$ cat src/rtl/core/sli_pkg.sv
// Package for the sorted insertion list: field widths, operation and status
// codes, controller states and the controller-to-datapath command type.
// No dependencies; every other file of the block imports it.
package sli_pkg;

    localparam int VALUE_W          = 32;
    localparam int POS_W            = 5;
    localparam int MODE_W           = 2;
    localparam int STATUS_W         = 2;
    localparam int CNT_OUT_W        = 5;
    localparam int DEFAULT_CAPACITY = 16;

    localparam logic [MODE_W-1:0] MODE_INSERT = 2'd0;
    localparam logic [MODE_W-1:0] MODE_DELETE = 2'd1;
    localparam logic [MODE_W-1:0] MODE_CLEAR  = 2'd2;

    localparam logic [STATUS_W-1:0] ST_DONE  = 2'd0;
    localparam logic [STATUS_W-1:0] ST_FULL  = 2'd1;
    localparam logic [STATUS_W-1:0] ST_RANGE = 2'd2;

    typedef enum logic {
        S_IDLE,
        S_RESULT
    } t_state;

    typedef struct packed {
        logic exec;
    } t_dp_cmd;

endpackage

$ cat src/rtl/core/sli_ifs.sv
// Valid/ready channel interfaces for the sorted insertion list: one carries
// an operation item in, the other a result item out. Depends on sli_pkg.
interface sli_in_if
    import sli_pkg::*;
();
    logic                      valid;
    logic                      ready;
    logic [MODE_W-1:0]         mode;
    logic signed [VALUE_W-1:0] value;
    logic [POS_W-1:0]          position;

    modport source (output valid, mode, value, position, input ready);
    modport sink   (input valid, mode, value, position, output ready);
endinterface

interface sli_out_if
    import sli_pkg::*;
();
    logic                      valid;
    logic                      ready;
    logic [STATUS_W-1:0]       status;
    logic [CNT_OUT_W-1:0]      entry_count;
    logic signed [VALUE_W-1:0] smallest;

    modport source (output valid, status, entry_count, smallest, input ready);
    modport sink   (input valid, status, entry_count, smallest, output ready);
endinterface

$ cat src/rtl/core/sorted_list_insert_delete_unit.sv
// Sorted insertion list: holds up to CAPACITY signed 32-bit values in
// ascending order. Depends on sli_pkg, sli_ifs, sli_ctrl and sli_dp.
//
// Use: each item on i_in carries a mode (insert, delete, clear), a value
// for insert and a 1-based position for delete. Every item yields exactly
// one result item on o_out: a status (done, full, out of range), the entry
// count after the operation and the smallest entry, zero when empty.
// Timing: an item is accepted when the block is idle; the whole operation,
// a parallel compare over all cells and one shift of the cell row, is
// done at that edge, so the result is valid on the next cycle. The block
// handles one item at a time: it accepts an item, presents its result and
// takes no new item until that result has been taken.
// When the receiver stalls, the result is held in its output register and
// i_in.ready stays low until the result is taken.
// Reset (synchronous, active low) empties the list and clears the
// handshake state; no clearing pass over the cells is needed, because only
// cells below the count are ever read.
module sorted_list_insert_delete_unit
    import sli_pkg::*;
#(
    parameter int CAPACITY = DEFAULT_CAPACITY
) (
    input  logic   i_clk,
    input  logic   i_rst_n,
    sli_in_if.sink   i_in,
    sli_out_if.source o_out
);

    t_dp_cmd cmd;
    logic    in_ready;
    logic    out_valid;

    sli_ctrl u_ctrl (
        .i_clk       (i_clk),
        .i_rst_n     (i_rst_n),
        .i_in_valid  (i_in.valid),
        .i_out_ready (o_out.ready),
        .o_in_ready  (in_ready),
        .o_out_valid (out_valid),
        .o_cmd       (cmd)
    );

    sli_dp #(
        .CAPACITY (CAPACITY)
    ) u_dp (
        .i_clk         (i_clk),
        .i_rst_n       (i_rst_n),
        .i_cmd         (cmd),
        .i_mode        (i_in.mode),
        .i_value       (i_in.value),
        .i_position    (i_in.position),
        .o_status      (o_out.status),
        .o_entry_count (o_out.entry_count),
        .o_smallest    (o_out.smallest)
    );

    assign i_in.ready  = in_ready;
    assign o_out.valid = out_valid;

endmodule

$ cat src/rtl/core/sli_ctrl.sv
// Controller of the sorted insertion list: a two-state machine that takes
// one item, fires the datapath and holds the result until taken. Uses sli_pkg.
module sli_ctrl
    import sli_pkg::*;
(
    input  logic    i_clk,
    input  logic    i_rst_n,
    input  logic    i_in_valid,
    input  logic    i_out_ready,
    output logic    o_in_ready,
    output logic    o_out_valid,
    output t_dp_cmd o_cmd
);

    t_state r_state, n_state;

    always_ff @(posedge i_clk) begin
        if (!i_rst_n) begin
            r_state <= S_IDLE;
        end else begin
            r_state <= n_state;
        end
    end

    always_comb begin
        n_state = r_state;
        unique case (r_state)
            S_IDLE: begin
                if (i_in_valid) begin
                    n_state = S_RESULT;
                end
            end
            S_RESULT: begin
                if (i_out_ready) begin
                    n_state = S_IDLE;
                end
            end
            default: n_state = S_IDLE;
        endcase
    end

    always_comb begin
        o_in_ready  = (r_state == S_IDLE);
        o_out_valid = (r_state == S_RESULT);
        o_cmd.exec  = (r_state == S_IDLE) && i_in_valid;
    end

endmodule

$ cat src/rtl/core/sli_dp.sv
// Datapath of the sorted insertion list: the row of value cells, the entry
// count, parallel compares, the shift network and the result registers.
// Uses sli_pkg.
module sli_dp
    import sli_pkg::*;
#(
    parameter int CAPACITY = DEFAULT_CAPACITY
) (
    input  logic                      i_clk,
    input  logic                      i_rst_n,
    input  t_dp_cmd                   i_cmd,
    input  logic [MODE_W-1:0]         i_mode,
    input  logic signed [VALUE_W-1:0] i_value,
    input  logic [POS_W-1:0]          i_position,
    output logic [STATUS_W-1:0]       o_status,
    output logic [CNT_OUT_W-1:0]      o_entry_count,
    output logic signed [VALUE_W-1:0] o_smallest
);

    localparam int CW = $clog2(CAPACITY + 1);
    localparam int PW = (CW > POS_W) ? CW : POS_W;

    logic signed [VALUE_W-1:0] r_cell [CAPACITY];
    logic signed [VALUE_W-1:0] n_cell [CAPACITY];
    logic signed [VALUE_W-1:0] up_src [CAPACITY];
    logic signed [VALUE_W-1:0] dn_src [CAPACITY];
    logic [CW-1:0]             r_count, n_count;
    logic [STATUS_W-1:0]       r_status, n_status;
    logic [CNT_OUT_W-1:0]      r_count_out;
    logic signed [VALUE_W-1:0] r_smallest, n_smallest;
    logic [CAPACITY-1:0]       above;
    logic [CAPACITY-1:0]       prev_above;
    logic [CAPACITY-1:0]       shift_dn;
    logic [PW-1:0]             pos_ext, cnt_ext;
    logic                      full, del_ok;

    // A cell lies above the insert slot when it is unused or holds a larger
    // value; the list is sorted, so these cells form one run at the top.
    always_comb begin
        for (int k = 0; k < CAPACITY; k++) begin
            above[k]    = (CW'(k) >= r_count) || (r_cell[k] > i_value);
            shift_dn[k] = (PW'(k + 1) >= pos_ext);
        end
    end

    assign prev_above = {above[CAPACITY-2:0], 1'b0};

    always_comb begin
        up_src[0] = i_value;
        for (int k = 1; k < CAPACITY; k++) begin
            up_src[k] = r_cell[k-1];
        end
        for (int k = 0; k < CAPACITY - 1; k++) begin
            dn_src[k] = r_cell[k+1];
        end
        dn_src[CAPACITY-1] = r_cell[CAPACITY-1];
    end

    assign pos_ext = PW'(i_position);
    assign cnt_ext = PW'(r_count);
    assign full    = (r_count == CW'(CAPACITY));
    assign del_ok  = (i_position != '0) && (pos_ext <= cnt_ext);

    always_comb begin
        n_cell   = r_cell;
        n_count  = r_count;
        n_status = ST_DONE;
        unique case (i_mode)
            MODE_INSERT: begin
                if (full) begin
                    n_status = ST_FULL;
                end else begin
                    for (int k = 0; k < CAPACITY; k++) begin
                        if (above[k]) begin
                            n_cell[k] = prev_above[k] ? up_src[k] : i_value;
                        end
                    end
                    n_count = r_count + CW'(1);
                end
            end
            MODE_DELETE: begin
                if (!del_ok) begin
                    n_status = ST_RANGE;
                end else begin
                    for (int k = 0; k < CAPACITY; k++) begin
                        if (shift_dn[k]) begin
                            n_cell[k] = dn_src[k];
                        end
                    end
                    n_count = r_count - CW'(1);
                end
            end
            MODE_CLEAR: begin
                n_count = '0;
            end
            default: begin
            end
        endcase
        n_smallest = (n_count != '0) ? n_cell[0] : '0;
    end

    always_ff @(posedge i_clk) begin
        if (!i_rst_n) begin
            r_count <= '0;
        end else if (i_cmd.exec) begin
            r_count <= n_count;
        end
    end

    always_ff @(posedge i_clk) begin
        if (i_cmd.exec) begin
            r_cell      <= n_cell;
            r_status    <= n_status;
            r_count_out <= CNT_OUT_W'(n_count);
            r_smallest  <= n_smallest;
        end
    end

    assign o_status      = r_status;
    assign o_entry_count = r_count_out;
    assign o_smallest    = r_smallest;

endmodule

$ cat src/flat_wrapper.sv
// flat-port wrapper written by rule: the top's interface ports become plain ports
module sorted_list_insert_delete_unit_flat import sli_pkg::*;
#(
    parameter int CAPACITY = DEFAULT_CAPACITY
)
  (i_clk, i_rst_n, i_in_valid, i_in_mode, i_in_value, i_in_position, i_in_ready, o_out_valid, o_out_status, o_out_entry_count, o_out_smallest, o_out_ready);
  sli_in_if i_in_i ();
  sli_out_if o_out_i ();
  input  logic i_clk;
  input  logic i_rst_n;
  input wire logic [$bits(i_in_i.valid)-1:0] i_in_valid;
  input wire logic [$bits(i_in_i.mode)-1:0] i_in_mode;
  input wire logic [$bits(i_in_i.value)-1:0] i_in_value;
  input wire logic [$bits(i_in_i.position)-1:0] i_in_position;
  output wire logic [$bits(i_in_i.ready)-1:0] i_in_ready;
  output wire logic [$bits(o_out_i.valid)-1:0] o_out_valid;
  output wire logic [$bits(o_out_i.status)-1:0] o_out_status;
  output wire logic [$bits(o_out_i.entry_count)-1:0] o_out_entry_count;
  output wire logic [$bits(o_out_i.smallest)-1:0] o_out_smallest;
  input wire logic [$bits(o_out_i.ready)-1:0] o_out_ready;
  assign i_in_i.valid = i_in_valid;
  assign i_in_i.mode = i_in_mode;
  assign i_in_i.value = i_in_value;
  assign i_in_i.position = i_in_position;
  assign i_in_ready = i_in_i.ready;
  assign o_out_valid = o_out_i.valid;
  assign o_out_status = o_out_i.status;
  assign o_out_entry_count = o_out_i.entry_count;
  assign o_out_smallest = o_out_i.smallest;
  assign o_out_i.ready = o_out_ready;
  sorted_list_insert_delete_unit #(.CAPACITY(CAPACITY)) u_core (.i_clk(i_clk), .i_rst_n(i_rst_n), .i_in(i_in_i), .o_out(o_out_i));
endmodule
$ cat config.mk
export PLATFORM = sky130hd
export DESIGN_NAME = sorted_list_insert_delete_unit_flat
export DESIGN_NICKNAME = d
export VERILOG_FILES = /design/src/rtl/core/sli_pkg.sv /design/src/rtl/core/sli_ifs.sv /design/src/rtl/core/sorted_list_insert_delete_unit.sv /design/src/rtl/core/sli_ctrl.sv /design/src/rtl/core/sli_dp.sv /design/src/flat_wrapper.sv
export SDC_FILE = /design/constraint.sdc
export NUM_CORES = 2
export LEC_CHECK = 0
export BUFFER_PORTS_ARGS = -buffer_cell sky130_fd_sc_hd__buf_4
export CAP_MARGIN = 40
export CORE_MARGIN = 2
export CORE_UTILIZATION = 45
export CTS_CLUSTER_DIAMETER = 60
export CTS_CLUSTER_SIZE = 20
export DETAILED_ROUTE_END_ITERATION = 10
export SYNTH_ARGS = -nofsm -noshare
export SYNTH_HDL_FRONTEND = slang
export SYNTH_SLANG_ARGS = --single-unit
$ cat constraint.sdc
create_clock -name i_clk -period 12.5 [get_ports i_clk]
set_clock_uncertainty 0.2 [all_clocks]
set_input_delay 3.75 -clock i_clk [delete_from_list [all_inputs] [get_ports i_clk]]
set_output_delay 3.75 -clock i_clk [all_outputs]
set_load 0.03 [all_outputs]
== Word-level counts from Yosys, hierarchy flattened ==
Index checks and enable logic that the tools add are counted.
Word-level totals
  flip-flop bits (word level): 557
  input bits: 43
  output and inout bits: 41
  word-level logic and storage cells: 202
Operators by class
  add/subtract/negate cells: 2
  order comparisons: 48
  equal/unequal tests: 33
  muxes and demuxes: 58
  bitwise gates (word level): 3
  reductions and logical operators: 37
Operators by type and width (number)
  32-bit two-way mux: 46
  512-bit two-way mux: 2
  512-bit one-hot mux with 2 select lines: 1
  32-bit greater-than comparator: 16
  6-bit AND reduction: 14
  4-bit by 5-bit greater-or-equal comparator with 1-bit output (first input constant): 16
  2-bit != test (second input constant): 30
  3-bit by 5-bit greater-or-equal comparator with 1-bit output (first input constant): 8
  2-bit by 5-bit greater-or-equal comparator with 1-bit output (first input constant): 4
  1-bit logical OR: 16
  1-bit by 5-bit greater-or-equal comparator with 1-bit output (first input constant): 3
  5-bit one-hot mux with 3 select lines: 1
  5-bit two-way mux: 2
  5-bit nonzero test: 2
  5-bit by 1-bit adder with 5-bit output (second input constant): 1
  5-bit equality test (second input constant): 1
  5-bit less-or-equal comparator: 1
  5-bit AND reduction: 1
  5-bit by 1-bit subtractor with 5-bit output (second input constant): 1
  2-bit one-hot mux with 2 select lines: 1
  1-bit two-way mux: 3
  1-bit inverter: 3
  2-bit by 1-bit equality test with 1-bit output (second input constant): 1
  2-bit equality test (second input constant): 1
  other kinds (5): 6

== Longest topological paths before layout ==
  word-level depth: 6
  mapped depth: 15
  mapped depth without buffers: 11

== Cells and area by module ==
From an unflattened synthesis, not the netlist that was laid out.
Second synthesis, totals
  cell total of the unflattened synthesis: 3973
  area, all modules: 40182.3 sq um
By module, submodules not included
  sli_dp: instances 1, cells each 3968, area each 40138.5 sq um
  sli_ctrl: instances 1, cells each 5, area each 43.8 sq um

== Worst setup path after synthesis ==
No wires, ideal clock.
  kind: input to register
  start: input i_in_value[1]
  end: register u_core.u_dp.r_cell (netlist bit u_core.u_dp.dn_src[480]), enable pin
  arrival: 8775 ps
  setup slack: 3055 ps
  cell stages on the path: 13
  path buffers: 2
  path through: clkbuf_1 > inv_1 > ha_1 > nor2b_1 > o21a_1 > o21a_1 > o21ai_0 > a2111oi_0 > nor3_1 > o21ai_1 > clkbuf_1 > nor3_1 > a211oi_1
On the way
  longest elaborated chain between the ends: 4
Ends and longest elaborated chain
  start: declaration: RTL line flat_wrapper.sv:13  | input wire logic [$bits(i_in_i.value)-1:0] i_in_value;
  32-bit greater-than comparator: RTL line sli_dp.sv:41  | above[k] = (CW'(k) >= r_count) || (r_cell[k] > i_value);
  1-bit logical OR: RTL line sli_dp.sv:41
  2-bit != test (no source line)
  6-bit AND reduction (no source line)
  end signal: assignment: RTL line sli_dp.sv:112  | r_cell <= n_cell;
  end: declaration: RTL line sli_dp.sv:23  | logic signed [VALUE_W-1:0] r_cell [CAPACITY];
No other way between the ends.
A chain may end at the register's enable or synchronous reset.

==> results.txt <==
The flow ran to the end, and the final reports show no timing, DRC or antenna violations. The tree is rooted in a clkbuf_16. The x dimension of the die is 303 um. The critical path data arrival time came out at 8680 ps. The initial antenna violation count came out at 7.

The total of max-cap violations is 0. In the final layout, the share of cells above drive strength 1 is 9.10%. The synthesized net count is 4633. The min-delay analysis places its worst path in the category flip-flop to flip-flop.

The instance area after placement is 42800 um^2. The average cell area after synthesis came out at 9.89 um^2. In this run the static leakage power is 18.3 nW. The average wire per cell in the routed design is 35.6 um.

The floorplan step defined a die boundary enclosing 91800 um^2. The part of the power in combinational logic is 24.2%. For this run, the total global-route usage over all layers was measured as 40.1%. The post-route DRC violation count came out at 0.

The final weighted congestion of routability-driven global placement came out at 1.04. The total iterations of the first detailed-routing run is 7. Overall power consumption after layout is estimated at 5.87 mW. Global routing used 56.3% of the available met2 tracks. The largest vdd supply drop is 0.108 mV. In this run the tool buffered the top-level ports with 83 buffer cells.

The height of the die came out at 303 um. The hold-fix buffer count after cts came out at 0. The core outline area is 88500 um^2. The summed negative setup slack over all endpoints is 0 ps. The TritonCTS clock tree is built. The final instance area is 45100 um^2. The number of global-route vias before repair is 34500. The final max-slew violation count came out at 0.

The measured slew at the worst slew-check pin is 1180 ps. The synthesis-to-layout area growth came out at 12.1%. 84 I/O pins were placed. The fraction of synthesized cell area taken by the top area cell type came out at 41.1%.

The violation count after the first detailed-routing iteration is 6407. Based on the critical path, the design can be clocked at up to 0.119 GHz. The count of vias placed by the detailed router is 37900.

The row count is 109. The number of buffers created by CTS is 66. The post-place setup slack came out at 3770 ps.

Entering global routing, the biggest net connects 109 pins. After clock tree synthesis, the clock-pin slew on the worst setup and hold paths is 60 ps. The total congestion overflow after global routing came out at 0. STA puts the critical path data required time at 12800 ps. The switching power as a share of total power is 34.8%. Along the worst path, the maximum fanout reaches 33.

The post-cts gate resize count came out at 0. The sequential fraction of the synthesis area is 41.4%. The final hold violation count came out at 0.

The internal power of the cells totals 3.82 mW. The maximum clock insertion buffer count came out at 3. Setup violations remaining at the end of the flow were counted as 0. Hold is met by 340 ps. The clock latency of the later-clocked register in the worst-skew pair came out at 660 ps. The number of instances in the synthesized netlist is 4068. After global routing, the most crowded layer is met2.

Setup repair after global routing left no endpoint under its margin. Summed over all instances, the cell type with the most area after synthesis is edfxtp_1. The worst-case headroom to the max-slew limit is 21.3%. The detailed placement HPWL is 130 mm. The type of the worst setup path is input port to flip-flop. Of all flip-flops after synthesis, the portion carrying an async set or reset was 0%. The flip-flop cell with the highest count after synthesis is edfxtp_1. The number of synthesized register bits came out at 557.

The total clock sinks came out at 557. The worst setup path is launched from an input port. The worst path meets setup with 4120 ps of slack. The number of nets in the final layout came out at 4637. The netlist area before placement is 40200 um^2. The net switching component of the power is 2.04 mW. Fill cells in the final layout number 8036. The capturing element type of the critical path is a flip-flop. The first global-routing pass estimated 262 mm of wire. The smallest clock period supported by the final layout is computed as 8380 ps. The number of flops mapped to enable cells by yosys is 551. The final antenna-violating net count is 0.

The clock tree synthesis step divided the H-tree into 3 levels. In the post-synthesis netlist, the biggest area contributors are edfxtp_1 (41%), ha_1 (16%), nand2_1 (4.8%). Sequential cells burn 39.9% of the power. The relative contribution of the clock network to total power came out at 35.9%.

The number of setup buffers added after CTS is 0. The average vias per placed instance came out at 7.16. The distinct cell type count of the synthesized netlist came out at 72. For met1 alone, demand over resource in global routing was 55.2%. Dividing the final minimum period by the clock period gives 67.0%.

For this run, global-route usage on met3 was measured as 10.5%. The initial cell density of the core is 45.5%. The count of warnings emitted by yosys is 0.

The total power per unit cell area came out at 130 nW/um^2. The routed wire length came out at 188 mm.
## path summary, 6_finish.rpt
path,endpoint,cells past startpoint,slack [ps],start
setup reg to reg,u_core.u_dp.dn_src[200],10,6810,u_core.u_dp.cnt_ext[1]
hold / removal,u_core.u_ctrl.o_out_valid,1,340,u_core.u_ctrl.o_out_valid
setup / recovery,u_core.u_dp.dn_src[128],12,4120,i_in_value[27]
hold reg to reg,u_core.u_ctrl.o_out_valid,1,340,u_core.u_ctrl.o_out_valid
## sequential cells by signal, indices dropped and copies added (netlist names)
register,cells
u_core.u_dp.o_smallest,32
u_core.u_dp.cnt_ext,5
u_core.u_dp.r_cell,32
u_core.u_dp.dn_src,480
u_core.u_dp.o_entry_count,5
u_core.u_ctrl.o_out_valid,1
u_core.u_dp.o_status,2
## cells in the mapped netlist (15+ instances only)
cell type / instances
mux2i_1: 137
and3_1: 101
nor2_1: 222
a22oi_1: 33
nand2b_1: 15
o211ai_1: 116
a221oi_1: 37
nor3_1: 32
o21ai_0: 312
a31oi_1: 15
a211oi_1: 23
inv_1: 117
o21ai_1: 16
nand4_1: 97
o21a_1: 18
buf_1: 17
a21oi_1: 226
clkbuf_1: 232
nand3_1: 178
buf_2: 15
a221o_1: 193
ha_1: 522
nor2b_1: 28
a21o_1: 119
edfxtp_1: 551
nand2_1: 518
a222oi_1: 33
## worst max-delay path, cell delays in order
cell and delay [ps]:
buf_4 150, inv_1 590, ha_1 300, nand4_1 250, nor2_1 570, nand4_1 490, a31oi_1 460, a2111o_1 180
a31o_2 250, buf_4 600, and2_4 700, a221o_1 280
## metrics by stage
step | std cells | util (%)
after global routing | 5288 | 50.9
after detailed placement | 5169 | 48.4
after global placement | 5148 | 48.0
after CTS | 5288 | 50.9
after floorplan | 4068 | -
final | 5289 | 50.9
## layer usage
metal / routed length [um] / part of all wire, % / vias to the layer above
met1: 72500 / 39 / 18400
met2: 77000 / 41 / 3100
met3: 26000 / 14 / 533
met5: 65 / 0.035 / -
met4: 12800 / 6.8 / 10
li1: - / - / 15800
## logic make-up (layout without fill, tap and decap cells)
logic type | Yosys count | in the layout | synth area share (%)
compound gates | 1209 | 1209 | 20.7
xor+xnor | 2 | 2 | 0.0435
fa+ha+maj | 522 | 522 | 16.2
buf+inv | 391 | 446 | 3.82
flops | 557 | 557 | 41.4
mux | 137 | 137 | 3.41
other cells | 0 | 1 | 0
simple gates | 1250 | 1250 | 14.3
## final cells by class
cell class / count / area (um^2) / share of cell area (%)
Multi-Input combinational cell: 3120 / 22500 / 49.8
Sequential cell: 557 / 16700 / 37.0
Timing Repair Buffer: 208 / 1770 / 3.92
Clock buffer: 69 / 1680 / 3.74
Tap cell: 1165 / 1460 / 3.23
Clock inverter: 50 / 594 / 1.32
Inverter: 119 / 448 / 0.994
Antenna cell: 1 / 2.50 / 0.00555
## power by group through the flow
stage | combinational [mW] | clock (mW) | sequential (mW)
after floorplan | 0.766 | 0 | 2.35
after global placement | 1.32 | 0 | 2.37
after detailed placement | 1.36 | 0 | 2.37
after CTS | 1.36 | 2.11 | 2.33
after global routing | 1.48 | 2.18 | 2.34
final | 1.42 | 2.10 | 2.34
## cells in the final DEF (no fill, tap or decap), drive strengths merged, types with 8 or more instances in the layout
cell type    n
edfxtp     551
ha         522
nand2      518
o21ai      328
a21oi      226
nor2       222
buf        208
a221o      193
nand3      178
mux2i      137
inv        133
a21o       119
o211ai     116
and3       101
nand4       97
clkbuf      69
a221oi      37
a22oi       33
a222oi      33
nor3        32
nor2b       28
clkinv      26
a211oi      23
o21a        18
nand2b      15
a31oi       15
nor4        14
and4        13
o31ai       10
o22ai        9
o21bai       8
Note: power is estimated with default switching activity, not from simulation.
